<file path="src/rtl/clock_page_replacement_top_macros.svh">
// Assertion macros for the clock page replacement top level.
`ifndef CLOCK_PAGE_REPLACEMENT_TOP_MACROS_SVH
`define CLOCK_PAGE_REPLACEMENT_TOP_MACROS_SVH

// Check a property on every clock edge outside reset.
`define CPR_ASSERT(lbl, prop, msg) \
  lbl: assert property (@(posedge clk_i) disable iff (!rst_ni) (prop)) else $error(msg);

// Check that a condition leads to another in the next cycle.
`define CPR_ASSERT_NEXT(lbl, ante, cons, msg) \
  lbl: assert property (@(posedge clk_i) disable iff (!rst_ni) (ante) |=> (cons)) else $error(msg);

`endif

</file>
<file path="src/rtl/cpr_pkg.sv">
// Types and constants for the clock page replacement block.
`default_nettype none

package cpr_pkg;

  // Width of the frame count register.
  localparam int unsigned FcWidth = 4;

  // Width of the result ports that have a fixed size.
  localparam int unsigned FrameOutWidth = 3;
  localparam int unsigned PageOutWidth  = 8;
  localparam int unsigned FaultWidth    = 32;

  typedef enum logic [1:0] {
    ST_IDLE,
    ST_SEARCH,
    ST_SWEEP,
    ST_EVICT
  } cpr_state_e;

endpackage

`default_nettype wire

</file>
<file path="src/rtl/cpr_page_ram.sv">
// Resident page table: one write port, one registered read port.
`default_nettype none

module cpr_page_ram #(
  parameter int unsigned Depth     = 8,
  parameter int unsigned AddrWidth = 3,
  parameter int unsigned DataWidth = 8
) (
  input  wire logic                 clk_i,
  input  wire logic                 we_i,
  input  wire logic [AddrWidth-1:0] waddr_i,
  input  wire logic [DataWidth-1:0] wdata_i,
  input  wire logic                 re_i,
  input  wire logic [AddrWidth-1:0] raddr_i,
  output logic      [DataWidth-1:0] rdata_o
);

  logic [DataWidth-1:0] mem [Depth];
  logic [DataWidth-1:0] rdata_q;

  always_ff @(posedge clk_i) begin
    if (we_i) begin
      mem[waddr_i] <= wdata_i;
    end
  end

  always_ff @(posedge clk_i) begin
    if (re_i) begin
      rdata_q <= mem[raddr_i];
    end
  end

  assign rdata_o = rdata_q;

endmodule

`default_nettype wire

</file>
<file path="src/rtl/clock_page_replacement_top.sv">
// Top level of the clock (second chance) page replacement unit.
`default_nettype none

// Clock page replacement unit. Pulse start with a page number while busy is
// low; the reference is transferred on that edge and busy rises. The result
// (hit, frame, evicted page, running fault count) appears for exactly one
// cycle with done_o high, and busy is low again in that same cycle, so a new
// start can be issued right away. The receiver cannot stall: capture the
// result when done_o is high. A single page comparator walks the page table
// one entry per cycle through the table's registered read port. On a hit the
// entry's use bit is set; on a miss while the table fills, the page goes to
// the next free entry; on a miss on a full table, the hand tests one use bit
// per cycle, clears each set bit that it passes and evicts the first frame
// whose use bit is clear. Write frame_count only while busy is low; 0 acts
// as 1 and values above FRAMES act as FRAMES. The page table needs no
// clearing after reset: only entries below the fill count are ever read.
module clock_page_replacement_top
  import cpr_pkg::*;
#(
  parameter int unsigned FRAMES    = 8,
  parameter int unsigned PAGE_BITS = 8
) (
  input  wire logic                     clk_i,
  input  wire logic                     rst_ni,
  input  wire logic                     start,
  output logic                          busy,
  input  wire logic [PageOutWidth-1:0]  page_i,
  input  wire logic                     frame_count_we_i,
  input  wire logic [FcWidth-1:0]       frame_count_i,
  output logic                          done_o,
  output logic                          hit_o,
  output logic [FrameOutWidth-1:0]      frame_o,
  output logic                          evicted_valid_o,
  output logic [PageOutWidth-1:0]       evicted_page_o,
  output logic [FaultWidth-1:0]         fault_count_o
);

  `include "clock_page_replacement_top_macros.svh"

  // Frame index width and count width (a count can reach FRAMES itself).
  localparam int unsigned FW = (FRAMES > 1) ? $clog2(FRAMES) : 1;
  localparam int unsigned CW = $clog2(FRAMES + 1);

  cpr_state_e state_q, state_d;

  logic [FcWidth-1:0]    fc_q;
  logic [PAGE_BITS-1:0]  pg_q, pg_d;
  logic [CW-1:0]         addr_q, addr_d;
  logic                  rd_vld_q, rd_vld_d;
  logic [FW-1:0]         rd_idx_q, rd_idx_d;
  logic [FW-1:0]         hand_q, hand_d;
  logic [CW-1:0]         filled_q, filled_d;
  logic [FRAMES-1:0]     use_q, use_d;
  logic [FaultWidth-1:0] faults_q, faults_d;

  // Result registers.
  logic                  done_q, done_d;
  logic                  hit_q, hit_d;
  logic [FW-1:0]         frame_q, frame_d;
  logic                  ev_vld_q, ev_vld_d;
  logic [PAGE_BITS-1:0]  ev_page_q, ev_page_d;

  // Page table port.
  logic                  ram_we;
  logic [FW-1:0]         ram_waddr;
  logic                  ram_re;
  logic [FW-1:0]         ram_raddr;
  logic [PAGE_BITS-1:0]  ram_rdata;

  logic [CW-1:0]         n_act;
  logic [CW:0]           hand_inc;
  logic [FW-1:0]         hand_nxt;

  cpr_page_ram #(
    .Depth     (FRAMES),
    .AddrWidth (FW),
    .DataWidth (PAGE_BITS)
  ) u_page_ram (
    .clk_i   (clk_i),
    .we_i    (ram_we),
    .waddr_i (ram_waddr),
    .wdata_i (pg_q),
    .re_i    (ram_re),
    .raddr_i (ram_raddr),
    .rdata_o (ram_rdata)
  );

  // Saturate the configured frame count into 1..FRAMES.
  always_comb begin
    if (fc_q == '0) begin
      n_act = CW'(1);
    end else if (32'(fc_q) > 32'(FRAMES)) begin
      n_act = CW'(FRAMES);
    end else begin
      n_act = CW'(fc_q);
    end
  end

  // Advance the hand with wrap at the active frame count.
  assign hand_inc = {1'b0, CW'(hand_q)} + (CW + 1)'(1);
  assign hand_nxt = (hand_inc >= {1'b0, n_act}) ? '0 : hand_inc[FW-1:0];

  // Sequencer: one comparator walks the table, then on a miss with a full table the hand walks use bits.
  always_comb begin
    state_d   = state_q;
    pg_d      = pg_q;
    addr_d    = addr_q;
    rd_vld_d  = rd_vld_q;
    rd_idx_d  = rd_idx_q;
    hand_d    = hand_q;
    filled_d  = filled_q;
    use_d     = use_q;
    faults_d  = faults_q;
    done_d    = 1'b0;
    hit_d     = hit_q;
    frame_d   = frame_q;
    ev_vld_d  = ev_vld_q;
    ev_page_d = ev_page_q;
    ram_we    = 1'b0;
    ram_waddr = hand_q;
    ram_re    = 1'b0;
    ram_raddr = addr_q[FW-1:0];

    case (state_q)
      ST_IDLE: begin
        if (start) begin
          pg_d     = PAGE_BITS'(page_i);
          addr_d   = '0;
          rd_vld_d = 1'b0;
          // Clip fill count and hand to a lowered frame count.
          if (filled_q > n_act) begin
            filled_d = n_act;
          end
          if (CW'(hand_q) >= n_act) begin
            hand_d = '0;
          end
          state_d = ST_SEARCH;
        end
      end

      ST_SEARCH: begin
        if (rd_vld_q && (ram_rdata == pg_q)) begin
          use_d[rd_idx_q] = 1'b1;
          done_d    = 1'b1;
          hit_d     = 1'b1;
          frame_d   = rd_idx_q;
          ev_vld_d  = 1'b0;
          ev_page_d = '0;
          rd_vld_d  = 1'b0;
          state_d   = ST_IDLE;
        end else if (addr_q < filled_q) begin
          ram_re   = 1'b1;
          rd_vld_d = 1'b1;
          rd_idx_d = addr_q[FW-1:0];
          addr_d   = addr_q + CW'(1);
        end else begin
          // Miss: every resident page compared unequal.
          rd_vld_d = 1'b0;
          if (faults_q != '1) begin
            faults_d = faults_q + FaultWidth'(1);
          end
          if (filled_q < n_act) begin
            ram_we    = 1'b1;
            ram_waddr = filled_q[FW-1:0];
            use_d[filled_q[FW-1:0]] = 1'b1;
            filled_d  = filled_q + CW'(1);
            done_d    = 1'b1;
            hit_d     = 1'b0;
            frame_d   = filled_q[FW-1:0];
            ev_vld_d  = 1'b0;
            ev_page_d = '0;
            state_d   = ST_IDLE;
          end else begin
            state_d = ST_SWEEP;
          end
        end
      end

      ST_SWEEP: begin
        if (use_q[hand_q]) begin
          // Give this frame its second chance.
          use_d[hand_q] = 1'b0;
          hand_d = hand_nxt;
        end else begin
          ram_re    = 1'b1;
          ram_raddr = hand_q;
          state_d   = ST_EVICT;
        end
      end

      ST_EVICT: begin
        ram_we        = 1'b1;
        ram_waddr     = hand_q;
        use_d[hand_q] = 1'b1;
        done_d        = 1'b1;
        hit_d         = 1'b0;
        frame_d       = hand_q;
        ev_vld_d      = 1'b1;
        ev_page_d     = ram_rdata;
        hand_d        = hand_nxt;
        state_d       = ST_IDLE;
      end

      default: begin
        state_d = ST_IDLE;
      end
    endcase
  end

  always_ff @(posedge clk_i or negedge rst_ni) begin
    if (!rst_ni) begin
      state_q  <= ST_IDLE;
      fc_q     <= FcWidth'(8);
      addr_q   <= '0;
      rd_vld_q <= 1'b0;
      hand_q   <= '0;
      filled_q <= '0;
      use_q    <= '0;
      faults_q <= '0;
      done_q   <= 1'b0;
    end else begin
      state_q  <= state_d;
      addr_q   <= addr_d;
      rd_vld_q <= rd_vld_d;
      hand_q   <= hand_d;
      filled_q <= filled_d;
      use_q    <= use_d;
      faults_q <= faults_d;
      done_q   <= done_d;
      if (frame_count_we_i) begin
        fc_q <= frame_count_i;
      end
    end
  end

  // Payload registers hold without reset.
  always_ff @(posedge clk_i) begin
    pg_q      <= pg_d;
    rd_idx_q  <= rd_idx_d;
    hit_q     <= hit_d;
    frame_q   <= frame_d;
    ev_vld_q  <= ev_vld_d;
    ev_page_q <= ev_page_d;
  end

  assign busy            = (state_q != ST_IDLE);
  assign done_o          = done_q;
  assign hit_o           = hit_q;
  assign frame_o         = FrameOutWidth'(frame_q);
  assign evicted_valid_o = ev_vld_q;
  assign evicted_page_o  = PageOutWidth'(ev_page_q);
  assign fault_count_o   = faults_q;

  `CPR_ASSERT(a_done_when_idle, done_o |-> !busy, "result strobe while still busy")
  `CPR_ASSERT_NEXT(a_start_busy, start && !busy, busy, "transfer did not raise busy")
  `CPR_ASSERT(a_fill_bound, filled_q <= CW'(FRAMES), "fill count beyond frame table")
  `CPR_ASSERT(a_evict_on_miss, (done_o && evicted_valid_o) |-> !hit_o, "eviction reported on a hit")
  `CPR_ASSERT(a_fault_counted, (done_o && !hit_o) |-> (fault_count_o != '0),
              "fault reported with zero fault count")

endmodule

`default_nettype wire
</file>
<file path="config.mk">
export PLATFORM = sky130hd
export DESIGN_NAME = clock_page_replacement_top
export DESIGN_NICKNAME = d
export VERILOG_FILES = /design/src/rtl/cpr_pkg.sv /design/src/rtl/cpr_page_ram.sv /design/src/rtl/clock_page_replacement_top.sv
export VERILOG_INCLUDE_DIRS = /design/src /design/src/rtl
export SDC_FILE = /design/constraint.sdc
export NUM_CORES = 1
export LEC_CHECK = 0
export ABC_AREA = 0
export BUFFER_PORTS_ARGS = -buffer_cell sky130_fd_sc_hd__buf_2
export CORE_MARGIN = 2
export CORE_UTILIZATION = 54
export DETAILED_ROUTE_END_ITERATION = 8
export HOLD_SLACK_MARGIN = 0.08
export MAX_ROUTING_LAYER = met4
export PLACE_DENSITY = 0.85
export REMOVE_ABC_BUFFERS = 1
export SLEW_MARGIN = 20
export SYNTH_ARGS = -nofsm -noshare
export SYNTH_HDL_FRONTEND = slang
export SYNTH_SLANG_ARGS = --single-unit
</file>
<file path="constraint.sdc">
create_clock -name clk_i -period 3.25 [get_ports clk_i]
set_input_delay 0 -clock clk_i [delete_from_list [all_inputs] [get_ports clk_i]]
set_output_delay 0 -clock clk_i [all_outputs]
set_load 0.03 [all_outputs]
</file>
==> results.yml, run 1 <==
run_status:
  status: "finished, final reports clean"
synthesis:
  syn_area_per_cell_sq_um: 11.79
  synth_mux_area_share_pct: 3.793
  syn_area_sq_um: 7521
  seq_area_frac_synth_pct: 57.98
  ys_warn_count: 0
  synthArstFlopShare_pct: 38.06
  synth_enable_flop_cells: 96
  synthCells: 638
  synth_top_family_by_area: "simple AND/OR/NAND/NOR gates"
  synth_cell_type_count: 58
  synth-main-ff-cell: "edfxtp_1"
  yosys.area_share.xor_xnor_pct: 4.658
  synth_compound_area_share_pct: 11.36
  synth_fa_ha_area_share_pct: 3.660
  synth-simple-area-share_pct: 15.72
  ys_seq_elements: 155
layout:
  fin_util_pct: 64.23
  nets: 767
  num_antenna_cells: 0
  areaGrowthSynthToFinish_pct: 17.17
  drive_gt1_share_pct: 19.00
  fillers: 1003
  final_cell_count_no_fill: 922
power:
  power_density_nw_per_um2: 824.3
  total_power_mw: 7.264
  p_leak_nw: 3.601
  peakVddDrop_mv: 0.5888
sta:
  fin_tns_setup_ns: 0
  finalCriticalPeriod_ns: 3.050
  rsz0062_at_grt: "no"
  slew_headroom_pct: 38.90
  hold_viol_final: 0
  period_share_pct: 93.86
  holdWs_ns: 0.1498
  fmax_mhz: 327.8
  setup_viol: 0
  fin_skew_ns: 0.01166
  worst_pin_slew_ns: 0.9125
  finalMaxSlewViolations: 0
critical_path:
  critPathTopFamily: "compound AO/OA/AOI/OAI gates"
  cp.required_ns: 3.41
  crit_slowest_cell: "dfrtp_1"
  cp_num_buf_inv: 0
  critPathMaxFanout: 12
  critical-path-max-stage-delay_ns: 0.59
  worstSetupStartpointType: "flip-flop"
  cp.arrival_ns: 3.21
  worstPathCellList: "mux2_2 -> a22o_1 -> o21ai_0 -> o211ai_1 -> a211oi_1 -> nor4_1"
  cp-end-kind: "flip-flop"
  critPathKind: "flip-flop to flip-flop"
clocking:
  path_clk_slew_ns: 0.07
  root_buffer: "clkbuf_16"
  insertion_delay_ns: 0.43
  cts_buffers: 17
  cts_sinks: 155
  cts_tree: "done"
  h-tree-depth: 4
  clk_path_buf_depth: 2
global_route:
  overflow: 0
  grt_use_total_pct: 26.48
  grt_pass1_wl_um: 28950
  grt_max_degree: 50
  grt_pass1_vias: 5445
  antenna_found_initial: 0
route:
  wl_per_cell_um: 19.69
  vias_per_cell: 6.080
  ant_nets: 0
  firstDrtPassIters: 5
  drt_iter0_markers: 552
  route.detailed.drc: 0
  wl_um: 18150
  vias: 5606
die:
  rows: 43
  num_io_pins: 63
  core_area_sq_um: 13720
  start_util_pct: 54.82
  die_h_um: 122.0
  die_width_um: 122.0
  die-area_sq_um: 14890
placement:
  gp_congestion: 0.9789
  detailed_place_hpwl_um: 12280
  post-place-cells: 874
  io_buffers: 62
hold_path:
  hold_path_class: "input port to async pin"
flow_run:
  cap_violations: 0
-- worst paths after layout --
check	startpoint	to	slack, ns	depth (start not counted)
min reg2reg	fault_count_o[9]	fault_count_o[9]	0.49	1
min	rst_ni	fault_count_o[6]	0.15	2
max in group asynchronous	rst_ni	fault_count_o[24]	2.49	3
min in group clk_i	page_i[0]	pg_q[0]	0.29	2
max	hand_q[0]	u_page_ram.rdata_o[1]	0.20	6
max reg2reg	hand_q[0]	u_page_ram.rdata_o[1]	0.20	6
-- flip-flops by register name, indices dropped and copies added (netlist names), 8 cells and up, named ones only --
register and flops:
u_page_ram.rdata_o 8, use_q 8, pg_q 8, evicted_page_o 8, u_page_ram.mem 64, fault_count_o 32
-- cell usage after synthesis, types with 8 or more instances --
cell type,count,area (sq um)
nor2_1,41,153.9
nor4_1,13,81.33
mux2i_1,15,150.1
inv_1,24,90.09
edfxtp_1,96,2883
dfrtp_1,58,1451
nand4_1,10,62.56
buf_2,8,40.04
ha_1,22,275.3
clkbuf_1,21,78.83
o41ai_1,8,70.07
xor2_1,22,192.7
a211oi_1,34,255.2
and3_1,36,225.2
nand2_1,42,157.7
mux2_2,12,135.1
and2_1,14,87.58
nand3_1,18,90.09
nor3_1,16,80.08
a21oi_1,16,80.08
o21ai_0,23,115.1
xnor2_1,18,157.7
-- timing repair --
action | in CTS | in global routing
buffers inserted | 0 | 0
hold buffers | 16 | 0
endpoints found under the setup margin | 0 | 0
endpoints found under the hold margin | 61 | 0
resized for setup | 0 | 0
-- area by class of cell --
cell class                 count  area [sq um]  area share, %
sequential                   155          4360          49.48
multi-input combinational    429          2953          33.51
timing repair buffer         101         645.6          7.326
clock buffer                  22         464.2          5.268
tap                          180         225.2          2.556
inverter                      25         93.84          1.065
clock inverter                10         70.07         0.7951
-- per-stage QoR --
step           setup slack, ns  cell area, sq um
6_report                0.1996              8812
4_1_cts                 0.3176              8810
5_1_grt                0.03198              8812
3_3_place_gp            0.5664              8115
2_1_floorplan          0.01529              7402
3_5_place_dp            0.3797              8115
-- cell families (layout without fill, tap and decap cells) --
family | count (synthesis) | count (layout)
flops | 155 | 155
fa+ha+maj | 22 | 22
mux | 27 | 27
simple gates | 219 | 219
buf+inv | 54 | 158
xor+xnor | 40 | 40
compound gates | 121 | 121
-- power breakdown --
part | switching [mW] | total, mW | internal [mW]
sequential | 0.364 | 2.99 | 2.62
clock | 0.777 | 1.79 | 1.02
combinational | 1.61 | 2.48 | 0.872
total | 2.75 | 7.26 | 4.51
-- placed cells by master (no fill, tap or decap), types with 23 or more instances in the layout --
cell	instances
a211oi_1	34
and3_1	36
buf_2	61
buf_4	24
dfrtp_1	58
edfxtp_1	96
inv_1	24
nand2_1	42
nor2_1	41
o21ai_0	23
-- worst register-to-register path, stage by stage (launching register included) --
cell      delay (ns)
dfrtp_1         0.59
mux2_2          0.41
a22o_1          0.30
o21ai_0         0.46
o211ai_1        0.50
a211oi_1        0.40
nor4_1          0.13
-- routing by layer --
layer	global-route usage (%)	vias to the layer above	share of wire [%]
met5	-	-	0
met4	8.477	0	2.0
met3	6.320	40	6.5
met2	40.71	241	49
met1	34.98	2757	43
li1	-	2568	-
Note: power is estimated with default switching activity, not from simulation.
==> inputs of run 2 (changes only) <==
SKIP_LAST_GASP = 1   (was not set)
SYNTH_HIERARCHICAL = 1   (was not set)
==> run 2 against run 1 <==
  * Setup slack worse by 0.095 ns
  * Register-to-register slack worse by 0.095 ns
  * Global-route usage down 1.1 points
  * Wire length is 2.4% lower
  * Final cell count shrank 3.4%
  * Synthesized cell count down 8.2%
  * Die area up 1.4%
  * Via count decreased by 3.2%
  * Fmax is 3.0% lower
  * Clock-buffer cell count decreased by 4
  * Sequential power shrank 4%
==> results.yml, run 2 <==
run_status:
  status: "finished, final reports clean"
critical_path:
  worst-r2r-cell-count: 12
  cp.arrival_ns: 3.28
  critPathMaxFanout: 8
  crit_slowest_cell: "dfstp_2"
  cp_num_buf_inv: 3
  cp-end-kind: "flip-flop"
  worstSetupStartpointType: "flip-flop"
  cp_num_cells: 12
  critical-path-max-stage-delay_ns: 0.56
  critPathKind: "flip-flop to flip-flop"
  critPathMostFrequentCell: "buf_4"
  worstPathCellList: "inv_2 -> nand2_2 -> ha_1 -> nor2b_1 -> o211a_1 -> nand2b_4 -> nor4_4 -> buf_4 -> mux2_4 -> nand2b_1 -> nor2_1 -> buf_4"
  critPathTopFamily: "simple AND/OR/NAND/NOR gates"
  cp.required_ns: 3.38
layout:
  drive_gt1_share_pct: 23.91
  fin_util_pct: 65.69
  num_antenna_cells: 0
  areaGrowthSynthToFinish_pct: 18.98
  top_register: "u_page_ram/mem"
  final_cell_count_no_fill: 891
  layout_commonest_cell: "edfxtp_1"
  largest_register_ffs: 64
  fillers: 958
  nets: 736
  mostFrequentLayoutCells: "edfxtp_1 (96), buf_2 (62), dfrtp_1 (58)"
synthesis:
  synthArstFlopShare_pct: 38.06
  synth_enable_flop_cells: 96
  synthCells: 586
  synth.area.top_cells: "edfxtp_1 (38%), dfrtp_1 (19%), mux4_1 (5.2%)"
  ys_top_cells_by_count: "edfxtp_1 (96), dfrtp_1 (58), nor2_1 (38), nand3_1 (29), nand2_1 (26)"
  ys_warn_count: 6
  syn_area_per_cell_sq_um: 13.03
  yosysMostFrequentCell: "edfxtp_1"
  synth_cell_type_count: 66
  synth_top_area_share_pct: 37.76
  syn_area_sq_um: 7634
  ys_seq_elements: 155
  yosysTopAreaCell: "edfxtp_1"
  seq_area_frac_synth_pct: 57.12
  synth-main-ff-cell: "edfxtp_1"
global_route:
  grt_pass1_vias: 5408
  grt_use_total_pct: 25.33
  antenna_found_initial: 0
  overflow: 0
  grt_max_degree: 35
  grt_pass1_wl_um: 27920
power:
  power_density_nw_per_um2: 836.8
  peakVddDrop_mv: 0.5552
  p_leak_nw: 3.701
sta:
  period_share_pct: 96.78
  worst_pin_slew_ns: 0.8047
  finalCriticalPeriod_ns: 3.145
  finalMaxSlewViolations: 0
  fin_tns_setup_ns: 0
  slew_headroom_pct: 46.35
  fin_ws_ns: 0.1045
  fmax_mhz: 317.9
  fin_skew_ns: 0.01040
  hold_viol_final: 0
  setup_viol: 0
clocking:
  path_clk_slew_ns: 0.06
  cts_sinks: 155
  cts_buffers: 17
  h-tree-depth: 4
  insertion_delay_ns: 0.43
  cts_tree: "done"
  clk_path_buf_depth: 2
  root_buffer: "clkbuf_16"
route:
  vias: 5426
  drt_iter0_markers: 554
  wl_um: 17710
  route.detailed.drc: 0
  vias_per_cell: 6.090
  wl_per_cell_um: 19.88
  ant_nets: 0
  firstDrtPassIters: 5
placement:
  gp_congestion: 0.9302
  io_buffers: 62
  detailed_place_hpwl_um: 12570
  dpl_worst_slack_ns: -0.001947
  post-place-cells: 839
die:
  start_util_pct: 55.21
  die_width_um: 122.9
  core_area_sq_um: 13830
  rows: 43
  num_io_pins: 63
  die-area_sq_um: 15100
  die_h_um: 122.9
hold_path:
  hold_path_class: "input port to async pin"
flow_run:
  cap_violations: 0
## run 2: cell types whose count changed in the layout (fill, tap and decap cells not counted), sizes merged, moves of 9 or more
cell,before,now
nand4,11,23
nor4,15,5
o21ai,25,16
buf,85,96
mux4,0,16
nand2,42,27
and3,36,10
a211oi,34,4
nand3,18,30
## run 2: metal layers
| layer | vias to the layer above | global-route usage [%] | part of all wire [%] |
|---|---|---|---|
| li1 | 2461 | - | - |
| met1 | 2694 | 31.83 | 42 |
| met2 | 243 | 40.57 | 51 |
| met3 | 28 | 5.166 | 6.0 |
| met4 | 0 | 10.06 | 1.8 |
| met5 | - | - | 0 |
## run 2: cells by family (layout without fill, tap and decap cells)
family	after synthesis	count (layout)	synth area share [%]
xor gates and xnor gates	40	40	4.589
DFF	155	155	57.12
and+or+nand+nor	201	201	14.87
muxes	47	47	9.851
AOI/OAI and AO/OA	80	80	7.409
adders and majority gates	22	22	3.606
buffers and inverters	41	166	2.557
## run 2: repair_timing
action	4_1_cts	5_1_grt
cloned	0	0
pin swaps	0	2
endpoints found under the hold margin	45	0
hold buffers	18	0
setup endpoints to repair	8	48
resized for setup	1	8
buffers inserted	0	2
## run 2: layout make-up
type                    count  area [sq um]  share of cell area (%)
flip-flops and latches    155          4360                   48.01
multi-input cells         390          3112                   34.26
clock inverters            14         135.1                   1.488
inverters                  20         75.07                  0.8266
clock buffers              18         429.2                   4.725
well taps                 180         225.2                   2.480
repair buffers            114         745.7                   8.210
## run 2: worst paths after layout
| kind | start | endpoint | slack (ns) |
|---|---|---|---|
| max in group asynchronous | rst_ni | fault_count_o[29] | 2.20 |
| worst min-delay path | rst_ni | hand_q[2] | 0.20 |
| min in group clk_i | page_i[3] | pg_q[3] | 0.28 |
| worst max-delay path | fc_q[3] | u_page_ram/mem[1][2] | 0.10 |
| worst min register to register | fault_count_o[22] | fault_count_o[22] | 0.51 |
| worst max register to register | fc_q[3] | u_page_ram/mem[1][2] | 0.10 |
## run 2: power by group
| part | leakage (nW) | switching (mW) | internal (mW) |
|---|---|---|---|
| Sequential | 1.66 | 0.302 | 2.56 |
| Clock | 0.274 | 0.839 | 1.07 |
| Combinational | 1.77 | 1.70 | 1.13 |
## run 2: metrics by stage
step	power, mW	hold slack [ns]	area [sq um]
final	7.600	0.2021	9082
after global placement	5.449	0.1148	8289
after floorplan	4.652	-0.2956	7513
after CTS	7.536	0.2202	9042
after detailed placement	5.584	0.1261	8289
after global routing	7.940	0.2618	9082
